[src/rtl/i2p_pkg.sv]
`timescale 1ns / 1ps

package i2p_pkg;

  localparam logic [7:0] CH_ZERO  = 8'd48;
  localparam logic [7:0] CH_NINE  = 8'd57;
  localparam logic [7:0] CH_PLUS  = 8'h2B;
  localparam logic [7:0] CH_MINUS = 8'h2D;
  localparam logic [7:0] CH_OPEN  = 8'h28;
  localparam logic [7:0] CH_CLOSE = 8'h29;

  typedef enum logic [1:0] {
    ERR_NONE     = 2'd0,
    ERR_OVERFLOW = 2'd1,
    ERR_CLOSE    = 2'd2,
    ERR_OPEN     = 2'd3
  } err_e;

  typedef enum logic [1:0] {
    S_IDLE,
    S_PROC,
    S_FLUSH,
    S_FIN
  } state_e;

  typedef struct packed {
    logic push;
    logic pop;
  } cell_ctl_t;

  // high priority: anything but '+' and '-'
  function automatic logic is_high_prio(input logic [7:0] c);
    return !((c == CH_PLUS) || (c == CH_MINUS));
  endfunction

endpackage

[src/rtl/i2p_cell.sv]
`timescale 1ns / 1ps

module i2p_cell
  import i2p_pkg::*;
(
  input  logic      clk_i,
  input  cell_ctl_t ctl_i,
  input  logic [7:0] up_i,
  input  logic [7:0] down_i,
  output logic [7:0] data_o
);

  logic [7:0] data_q, data_d;

  always_comb begin
    data_d = data_q;
    if (ctl_i.push) begin
      data_d = up_i;
    end else if (ctl_i.pop) begin
      data_d = down_i;
    end
  end

  always_ff @(posedge clk_i) begin
    data_q <= data_d;
  end

  assign data_o = data_q;

endmodule

[src/rtl/infix_to_postfix_converter.sv]
`timescale 1ns / 1ps
// Each result waits in a pending register until the next one of its run is found or the run
// ends in S_FIN; then it moves to the output register. A new character is taken only in S_IDLE;
// S_PROC emits a digit, pops and emits stack entries or pushes an operator, and S_FIN ends it;
// for the last one of an expression S_FLUSH first empties the stack. Output stalls can hold these up.
// The operator stack is a shift chain of STACK_DEPTH cells; top of stack is cell 0.
// Reset (rst_ni low, async): control, count and error clear; cell contents do not.

module infix_to_postfix_converter
  import i2p_pkg::*;
#(
  parameter int STACK_DEPTH = 16
) (
  input  logic        clk_i,
  input  logic        rst_ni,
  input  logic        s_axis_tvalid,
  output logic        s_axis_tready,
  input  logic [7:0]  s_axis_tdata,   // [7:0] symbol
  input  logic        s_axis_tlast,   // end_of_expr
  output logic        m_axis_tvalid,
  input  logic        m_axis_tready,
  output logic [15:0] m_axis_tdata,   // [7:0] out_symbol, [8] expr_done, [10:9] error_code
  output logic        m_axis_tuser,   // has_symbol
  output logic        m_axis_tlast    // last_of_run
);

  localparam int CW = $clog2(STACK_DEPTH + 1);

  state_e      state_q, state_d;
  logic [7:0]  sym_q, sym_d;
  logic        last_q, last_d;
  logic [CW-1:0] cnt_q, cnt_d;
  err_e        err_q, err_d;
  logic        pend_valid_q, pend_valid_d;
  logic [7:0]  pend_sym_q, pend_sym_d;
  logic        out_valid_q, out_valid_d;
  logic [7:0]  out_sym_q, out_sym_d;
  logic        out_has_q, out_has_d;
  logic        out_last_q, out_last_d;
  logic        out_done_q, out_done_d;
  err_e        out_err_q, out_err_d;

  cell_ctl_t   cell_ctl;
  logic [7:0]  cell_data [STACK_DEPTH];
  logic [7:0]  top;
  logic        slot_free, can_emit, emit, stack_full, sym_digit;
  logic [7:0]  emit_sym;
  state_e      after_item;

  for (genvar i = 0; i < STACK_DEPTH; i++) begin : g_cell
    logic [7:0] up, down;
    if (i == 0) begin : g_first
      assign up = sym_q;
    end else begin : g_mid
      assign up = cell_data[i-1];
    end
    if (i == STACK_DEPTH - 1) begin : g_last
      assign down = cell_data[i];
    end else begin : g_inner
      assign down = cell_data[i+1];
    end
    i2p_cell u_cell (
      .clk_i  (clk_i),
      .ctl_i  (cell_ctl),
      .up_i   (up),
      .down_i (down),
      .data_o (cell_data[i])
    );
  end

  assign top        = cell_data[0];
  assign slot_free  = !out_valid_q || m_axis_tready;
  assign can_emit   = !pend_valid_q || slot_free;
  assign stack_full = (cnt_q == CW'(STACK_DEPTH));
  assign sym_digit  = sym_q inside {[CH_ZERO:CH_NINE]};
  assign after_item = last_q ? S_FLUSH : S_FIN;

  always_comb begin
    state_d      = state_q;
    sym_d        = sym_q;
    last_d       = last_q;
    cnt_d        = cnt_q;
    err_d        = err_q;
    pend_valid_d = pend_valid_q;
    pend_sym_d   = pend_sym_q;
    out_valid_d  = out_valid_q && !m_axis_tready;
    out_sym_d    = out_sym_q;
    out_has_d    = out_has_q;
    out_last_d   = out_last_q;
    out_done_d   = out_done_q;
    out_err_d    = out_err_q;
    cell_ctl     = '0;
    emit         = 1'b0;
    emit_sym     = top;
    s_axis_tready = (state_q == S_IDLE);

    case (state_q)
      S_IDLE: begin
        if (s_axis_tvalid) begin
          sym_d   = s_axis_tdata;
          last_d  = s_axis_tlast;
          state_d = S_PROC;
        end
      end
      S_PROC: begin
        if (sym_digit) begin
          if (can_emit) begin
            emit     = 1'b1;
            emit_sym = sym_q;
            state_d  = after_item;
          end
        end else if (sym_q == CH_CLOSE) begin
          if (cnt_q == '0) begin
            if (err_q == ERR_NONE) err_d = ERR_CLOSE;
            state_d = after_item;
          end else if (top == CH_OPEN) begin
            cell_ctl.pop = 1'b1;
            cnt_d        = cnt_q - CW'(1);
            state_d      = after_item;
          end else if (can_emit) begin
            cell_ctl.pop = 1'b1;
            cnt_d        = cnt_q - CW'(1);
            emit         = 1'b1;
          end
        end else if ((sym_q != CH_OPEN) && (cnt_q != '0) && (top != CH_OPEN) &&
                     !(is_high_prio(sym_q) && !is_high_prio(top))) begin
          if (can_emit) begin
            cell_ctl.pop = 1'b1;
            cnt_d        = cnt_q - CW'(1);
            emit         = 1'b1;
          end
        end else begin
          if (stack_full) begin
            if (err_q == ERR_NONE) err_d = ERR_OVERFLOW;
          end else begin
            cell_ctl.push = 1'b1;
            cnt_d         = cnt_q + CW'(1);
          end
          state_d = after_item;
        end
      end
      S_FLUSH: begin
        if (cnt_q == '0) begin
          state_d = S_FIN;
        end else if (top == CH_OPEN) begin
          cell_ctl.pop = 1'b1;
          cnt_d        = cnt_q - CW'(1);
          if (err_q == ERR_NONE) err_d = ERR_OPEN;
        end else if (can_emit) begin
          cell_ctl.pop = 1'b1;
          cnt_d        = cnt_q - CW'(1);
          emit         = 1'b1;
        end
      end
      S_FIN: begin
        if (slot_free) begin
          if (pend_valid_q || last_q) begin
            out_valid_d  = 1'b1;
            out_sym_d    = pend_valid_q ? pend_sym_q : 8'd0;
            out_has_d    = pend_valid_q;
            out_last_d   = 1'b1;
            out_done_d   = last_q;
            out_err_d    = last_q ? err_q : ERR_NONE;
            pend_valid_d = 1'b0;
          end
          if (last_q) begin
            err_d = ERR_NONE;
            cnt_d = '0;
          end
          state_d = S_IDLE;
        end
      end
      default: state_d = S_IDLE;
    endcase

    // hold each result until the next one is emitted so the last one of a run can be marked
    if (emit) begin
      if (pend_valid_q) begin
        out_valid_d = 1'b1;
        out_sym_d   = pend_sym_q;
        out_has_d   = 1'b1;
        out_last_d  = 1'b0;
        out_done_d  = 1'b0;
        out_err_d   = ERR_NONE;
      end
      pend_valid_d = 1'b1;
      pend_sym_d   = emit_sym;
    end
  end

  always_ff @(posedge clk_i or negedge rst_ni) begin
    if (!rst_ni) begin
      state_q      <= S_IDLE;
      cnt_q        <= '0;
      err_q        <= ERR_NONE;
      pend_valid_q <= 1'b0;
      out_valid_q  <= 1'b0;
    end else begin
      state_q      <= state_d;
      cnt_q        <= cnt_d;
      err_q        <= err_d;
      pend_valid_q <= pend_valid_d;
      out_valid_q  <= out_valid_d;
    end
  end

  always_ff @(posedge clk_i) begin
    sym_q      <= sym_d;
    last_q     <= last_d;
    pend_sym_q <= pend_sym_d;
    out_sym_q  <= out_sym_d;
    out_has_q  <= out_has_d;
    out_last_q <= out_last_d;
    out_done_q <= out_done_d;
    out_err_q  <= out_err_d;
  end

  assign m_axis_tvalid = out_valid_q;
  assign m_axis_tdata  = {5'd0, out_err_q, out_done_q, out_sym_q};
  assign m_axis_tuser  = out_has_q;
  assign m_axis_tlast  = out_last_q;

endmodule

[config.mk]
export PLATFORM = sky130hd
export DESIGN_NAME = infix_to_postfix_converter
export DESIGN_NICKNAME = d
export VERILOG_FILES = /design/src/rtl/i2p_pkg.sv /design/src/rtl/i2p_cell.sv /design/src/rtl/infix_to_postfix_converter.sv
export SDC_FILE = /design/constraint.sdc
export NUM_CORES = 1
export LEC_CHECK = 0
export BUFFER_PORTS_ARGS = -buffer_cell sky130_fd_sc_hd__buf_2
export CORE_MARGIN = 8
export CORE_UTILIZATION = 40
export CTS_CLUSTER_SIZE = 30
export DETAILED_ROUTE_END_ITERATION = 8
export PLACE_DENSITY = 0.58
export REMOVE_ABC_BUFFERS = 1
export SETUP_SLACK_MARGIN = 0.2
export SLEW_MARGIN = 10
export SYNTH_ARGS = -nofsm -noshare
export SYNTH_HDL_FRONTEND = slang
export SYNTH_SLANG_ARGS = --single-unit
[constraint.sdc]
create_clock -name clk_i -period 4.6 [get_ports clk_i]
set_input_delay 0.23 -clock clk_i [delete_from_list [all_inputs] [get_ports clk_i]]
set_output_delay 0.23 -clock clk_i [all_outputs]
set_load 0.01 [all_outputs]
==> run summary <==
For this run, the leading register cell type out of synthesis is sky130_fd_sc_hd__edfxtp_1. The most common library cell in the layout ignoring fill and taps was sky130_fd_sc_hd__nand2_1. The cell at the root of the clock tree is sky130_fd_sc_hd__clkbuf_16. The post-detailed-route via-to-cell ratio came out at 4.87. The biggest fanout along the worst timing path is 88, and the area of the die is 24100 um2.

The total half-perimeter wirelength after legalization and detailed placement was 9.38 mm. The kind of path behind the tightest hold check was in -> reg. The run gives 19300 um2 as the total core area. The area added between synthesis and finish works out to 13.4%.

Clock-pin slew was measured on the worst setup and hold paths at 0.07 ns. Combinational family with the most area after synthesis: simple AND/OR/NAND/NOR gates. The detail route stage leaves a number of antenna-violating nets equal to 0. For the max-slew violation count, the log shows 0. The count of warnings emitted by yosys is 0. Number of buffers added by the clock tree synthesis step: 17. For this design the top-level I/O count stands at 33. In the final design database the tool counted 809 nets.

The share of cells above drive strength 1 is 0.0948, and the number of global-route vias before repair is 4955. The instance count along the most critical hold path was 1; the normalized max-slew margin was 0.423. The global placement routability congestion is 0.799, and the area fraction in and, or, nand and nor cells after synthesis is 0.247. The run gives 4 as the number of levels in the clock H-tree.

STA classifies the critical path endpoint as a register. The sequential-to-total area share from yosys stat was 0.630. TritonCTS built the clock tree. Summing every instance area after synthesis gives 7760 um2.

In the routed design, unresolved DRC markers number 0. The starting utilization of the core area is 0.402. The post-synthesis share of cell area spent on xor and xnor gates was 0.00565. Clock latency on the worst-skew pair, taken at its later pin, is 0.42 ns. The depth of the worst register-to-register path was 11; the post-synthesis area per instance was 10.1 um2. Portion of synthesized cell area occupied by the leading cell type: 0.561.

The logs give 4.89 ns for the critical path data required time and 0 for the number of maximum-capacitance violations. The first routing iteration left 364 violations. The hold violation total from the final report is 0, and the width of the die is 155 um. The routed design has 14.8 mm of wire. Counting flops with a built-in enable in the synthesized netlist gives 145.

Buffers added to address setup during post-CTS repair amount to 0. The count of port buffers added during placement works out to 27. The run gives 24.7 mm as the wire length of the first global-routing pass. For the final cell count without fillers, the log shows 1067. The row count is 51, and the clock net sink count is 169.

The height of the die is 155 um. The library cell with the largest summed area after synthesis was sky130_fd_sc_hd__edfxtp_1. For the maximum resistive drop on vdd, the log shows 0.000338 V. The adder-cell share of the synthesized area came out at 0.0113. Across the routed clock network, the largest skew measured is 0.0103 ns. By startpoint and endpoint, the worst setup path is classified as reg -> reg. The number of antenna violations at the first check in global routing came out at 0. The fraction of registers with async set or reset after synthesis is 0.0651, and the iteration count of the initial detailed-routing pass is 4. Synthesis inferred 169 register bits.

The instance count of the mapped netlist is 766. The number of gates resized after CTS was 0. 0 antenna diodes ended up in the layout. The routed length per placed instance is 13.9 um, and the number of library cell types mapped by synthesis is 59.

The completed layout was analyzed and its total power is 7230 uW. The static power due to leakage came out at 0.00368 uW. The post-place instance area is 8120 um2, and the achievable frequency is 266 MHz. Setup repair after global routing left no endpoint under its margin. The slew at the pin closest to its max-slew limit is 0.865 ns, and the total global routing overflow is 0.

The final cycle utilization of the critical path was 0.817. Data arrival time at the worst-slack endpoint: 4.05 ns. The run finished with clean final reports. The clock passes through at most 2 buffers.

The number of placed instances, taps included, is 1027. In the post-synthesis netlist, the biggest area contributors are sky130_fd_sc_hd__edfxtp_1, sky130_fd_sc_hd__nand2_1, sky130_fd_sc_hd__dfrtp_1. The cell area power density works out to 822 nW/um2. STA classifies the critical path startpoint as a register. Entering global routing, the biggest net connects 89 pins. Setup violations remaining at the end of the flow were counted as 0. The fraction of the mapped netlist area in compound gates is 0.0471, and the minimum clock period after layout is 3.76 ns. Summing all non-filler instances in the final layout gives an area of 8800 um2. The post-synthesis mux area share was 0.0269; the routed via count was 5196. The run gives 0.126 as the all-layer global routing usage.

In the layout the commonest cells are sky130_fd_sc_hd__nand2_1, sky130_fd_sc_hd__edfxtp_1, sky130_fd_sc_hd__buf_2.
-- registers in the layout (all words and copies together), names as in the netlist, 2 cells and up --
register	flops
pend_sym_q	8
out_err_q	2
err_q	2
out_sym_q	8
g_cell.up	8
cnt_q	5
g_cell.u_cell.data_o	128
state_q	2
-- report_power, final --
group / total (uW) / internal [uW] / switching [uW]
Combinational: 2360 / 814 / 1550
Clock: 1470 / 863 / 608
Sequential: 3400 / 2950 / 452
Total: 7230 / 4620 / 2610
-- logic make-up (layout without fill, tap and decap cells) --
logic type	count (synthesis)	in the layout
simple gates	459	459
flops	169	169
buf+inv	53	85
compound gates	52	52
mux	20	20
fa+ha+maj	7	7
xor+xnor	5	5
other cells	1	5
-- Yosys cell counts, drive strengths merged, types with 4 or more instances --
cell and count:
nand2 373, edfxtp 145, nor2 26, buf 23, o21ai 21, clkbuf 17, dfxtp 13, mux2i 13
inv 12, nand3 12, dfrtp 11, a21oi 8, nor3 8, ha 7, mux2 7, and2 6
nand4 5, a21o 4, and3 4, nand2b 4, xor2 4
-- stage by stage --
step	utilization	TNS (ns)	hold slack, ns	setup WS [ns]
2_1_floorplan	-	-913.74	-0.0656	-4.66
3_3_place_gp	0.421	0	0.139	0.903
3_5_place_dp	0.421	0	0.135	0.814
4_1_cts	0.455	0	0.00445	0.790
5_1_grt	0.456	0	0.00454	0.464
6_report	0.456	0	0.0196	0.843
-- critical path, cell delays in order (launching register included) --
cell and delay, ns:
sky130_fd_sc_hd__dfrtp_1 0.44, sky130_fd_sc_hd__inv_1 0.13, sky130_fd_sc_hd__ha_1 0.24, sky130_fd_sc_hd__nor4b_2 0.33, sky130_fd_sc_hd__a31oi_1 0.16, sky130_fd_sc_hd__o21ai_4 0.18
sky130_fd_sc_hd__o2111ai_1 0.20, sky130_fd_sc_hd__nand2b_4 0.42, sky130_fd_sc_hd__inv_4 0.45, sky130_fd_sc_hd__buf_4 0.75, sky130_fd_sc_hd__nand2_1 0.16, sky130_fd_sc_hd__nand2_1 0.09
-- what timing repair did --
item | in CTS | in global routing
hold buffers | 6 | 2
setup endpoints to repair | 0 | 0
endpoints found under the hold margin | 16 | 2
-- final cells by class --
type                            instances  area, um2
Multi-Input combinational cell        548       2660
Clock buffer                           19        433
Clock inverter                         13        168
Timing Repair Buffer                   40        265
Sequential cell                       169       4890
Fill cell                            1857      10500
Inverter                               13       51.3
Tap cell                              265        332
-- final timing paths --
| path | end | slack (ns) | from |
|---|---|---|---|
| max | g_cell[10].u_cell.data_o[2]$_DFFE_PP_ | 0.84 | cnt_q[1]$_DFFE_PN0P_ |
| min | g_cell[0].up[5]$_DFFE_PP_ | 0.02 | s_axis_tdata[5] |
| max reg2reg | g_cell[10].u_cell.data_o[2]$_DFFE_PP_ | 0.84 | cnt_q[1]$_DFFE_PN0P_ |
| min reg2reg | g_cell[15].u_cell.data_o[4]$_DFFE_PP_ | 0.45 | g_cell[14].u_cell.data_o[4]$_DFFE_PP_ |
| max in group asynchronous | cnt_q[2]$_DFFE_PN0P_ | 4.16 | rst_ni |
| min in group asynchronous | cnt_q[3]$_DFFE_PN0P_ | 0.22 | rst_ni |
-- per-layer routing --
metal  GRT usage  vias up  wire (um)
met2       0.194      100       6740
met5           0        -          0
met1       0.172     2462       7310
met4      0.0379        0        131
li1            -     2624          -
met3      0.0344       10        656
No activity file was read; power rests on OpenSTA's default activity.
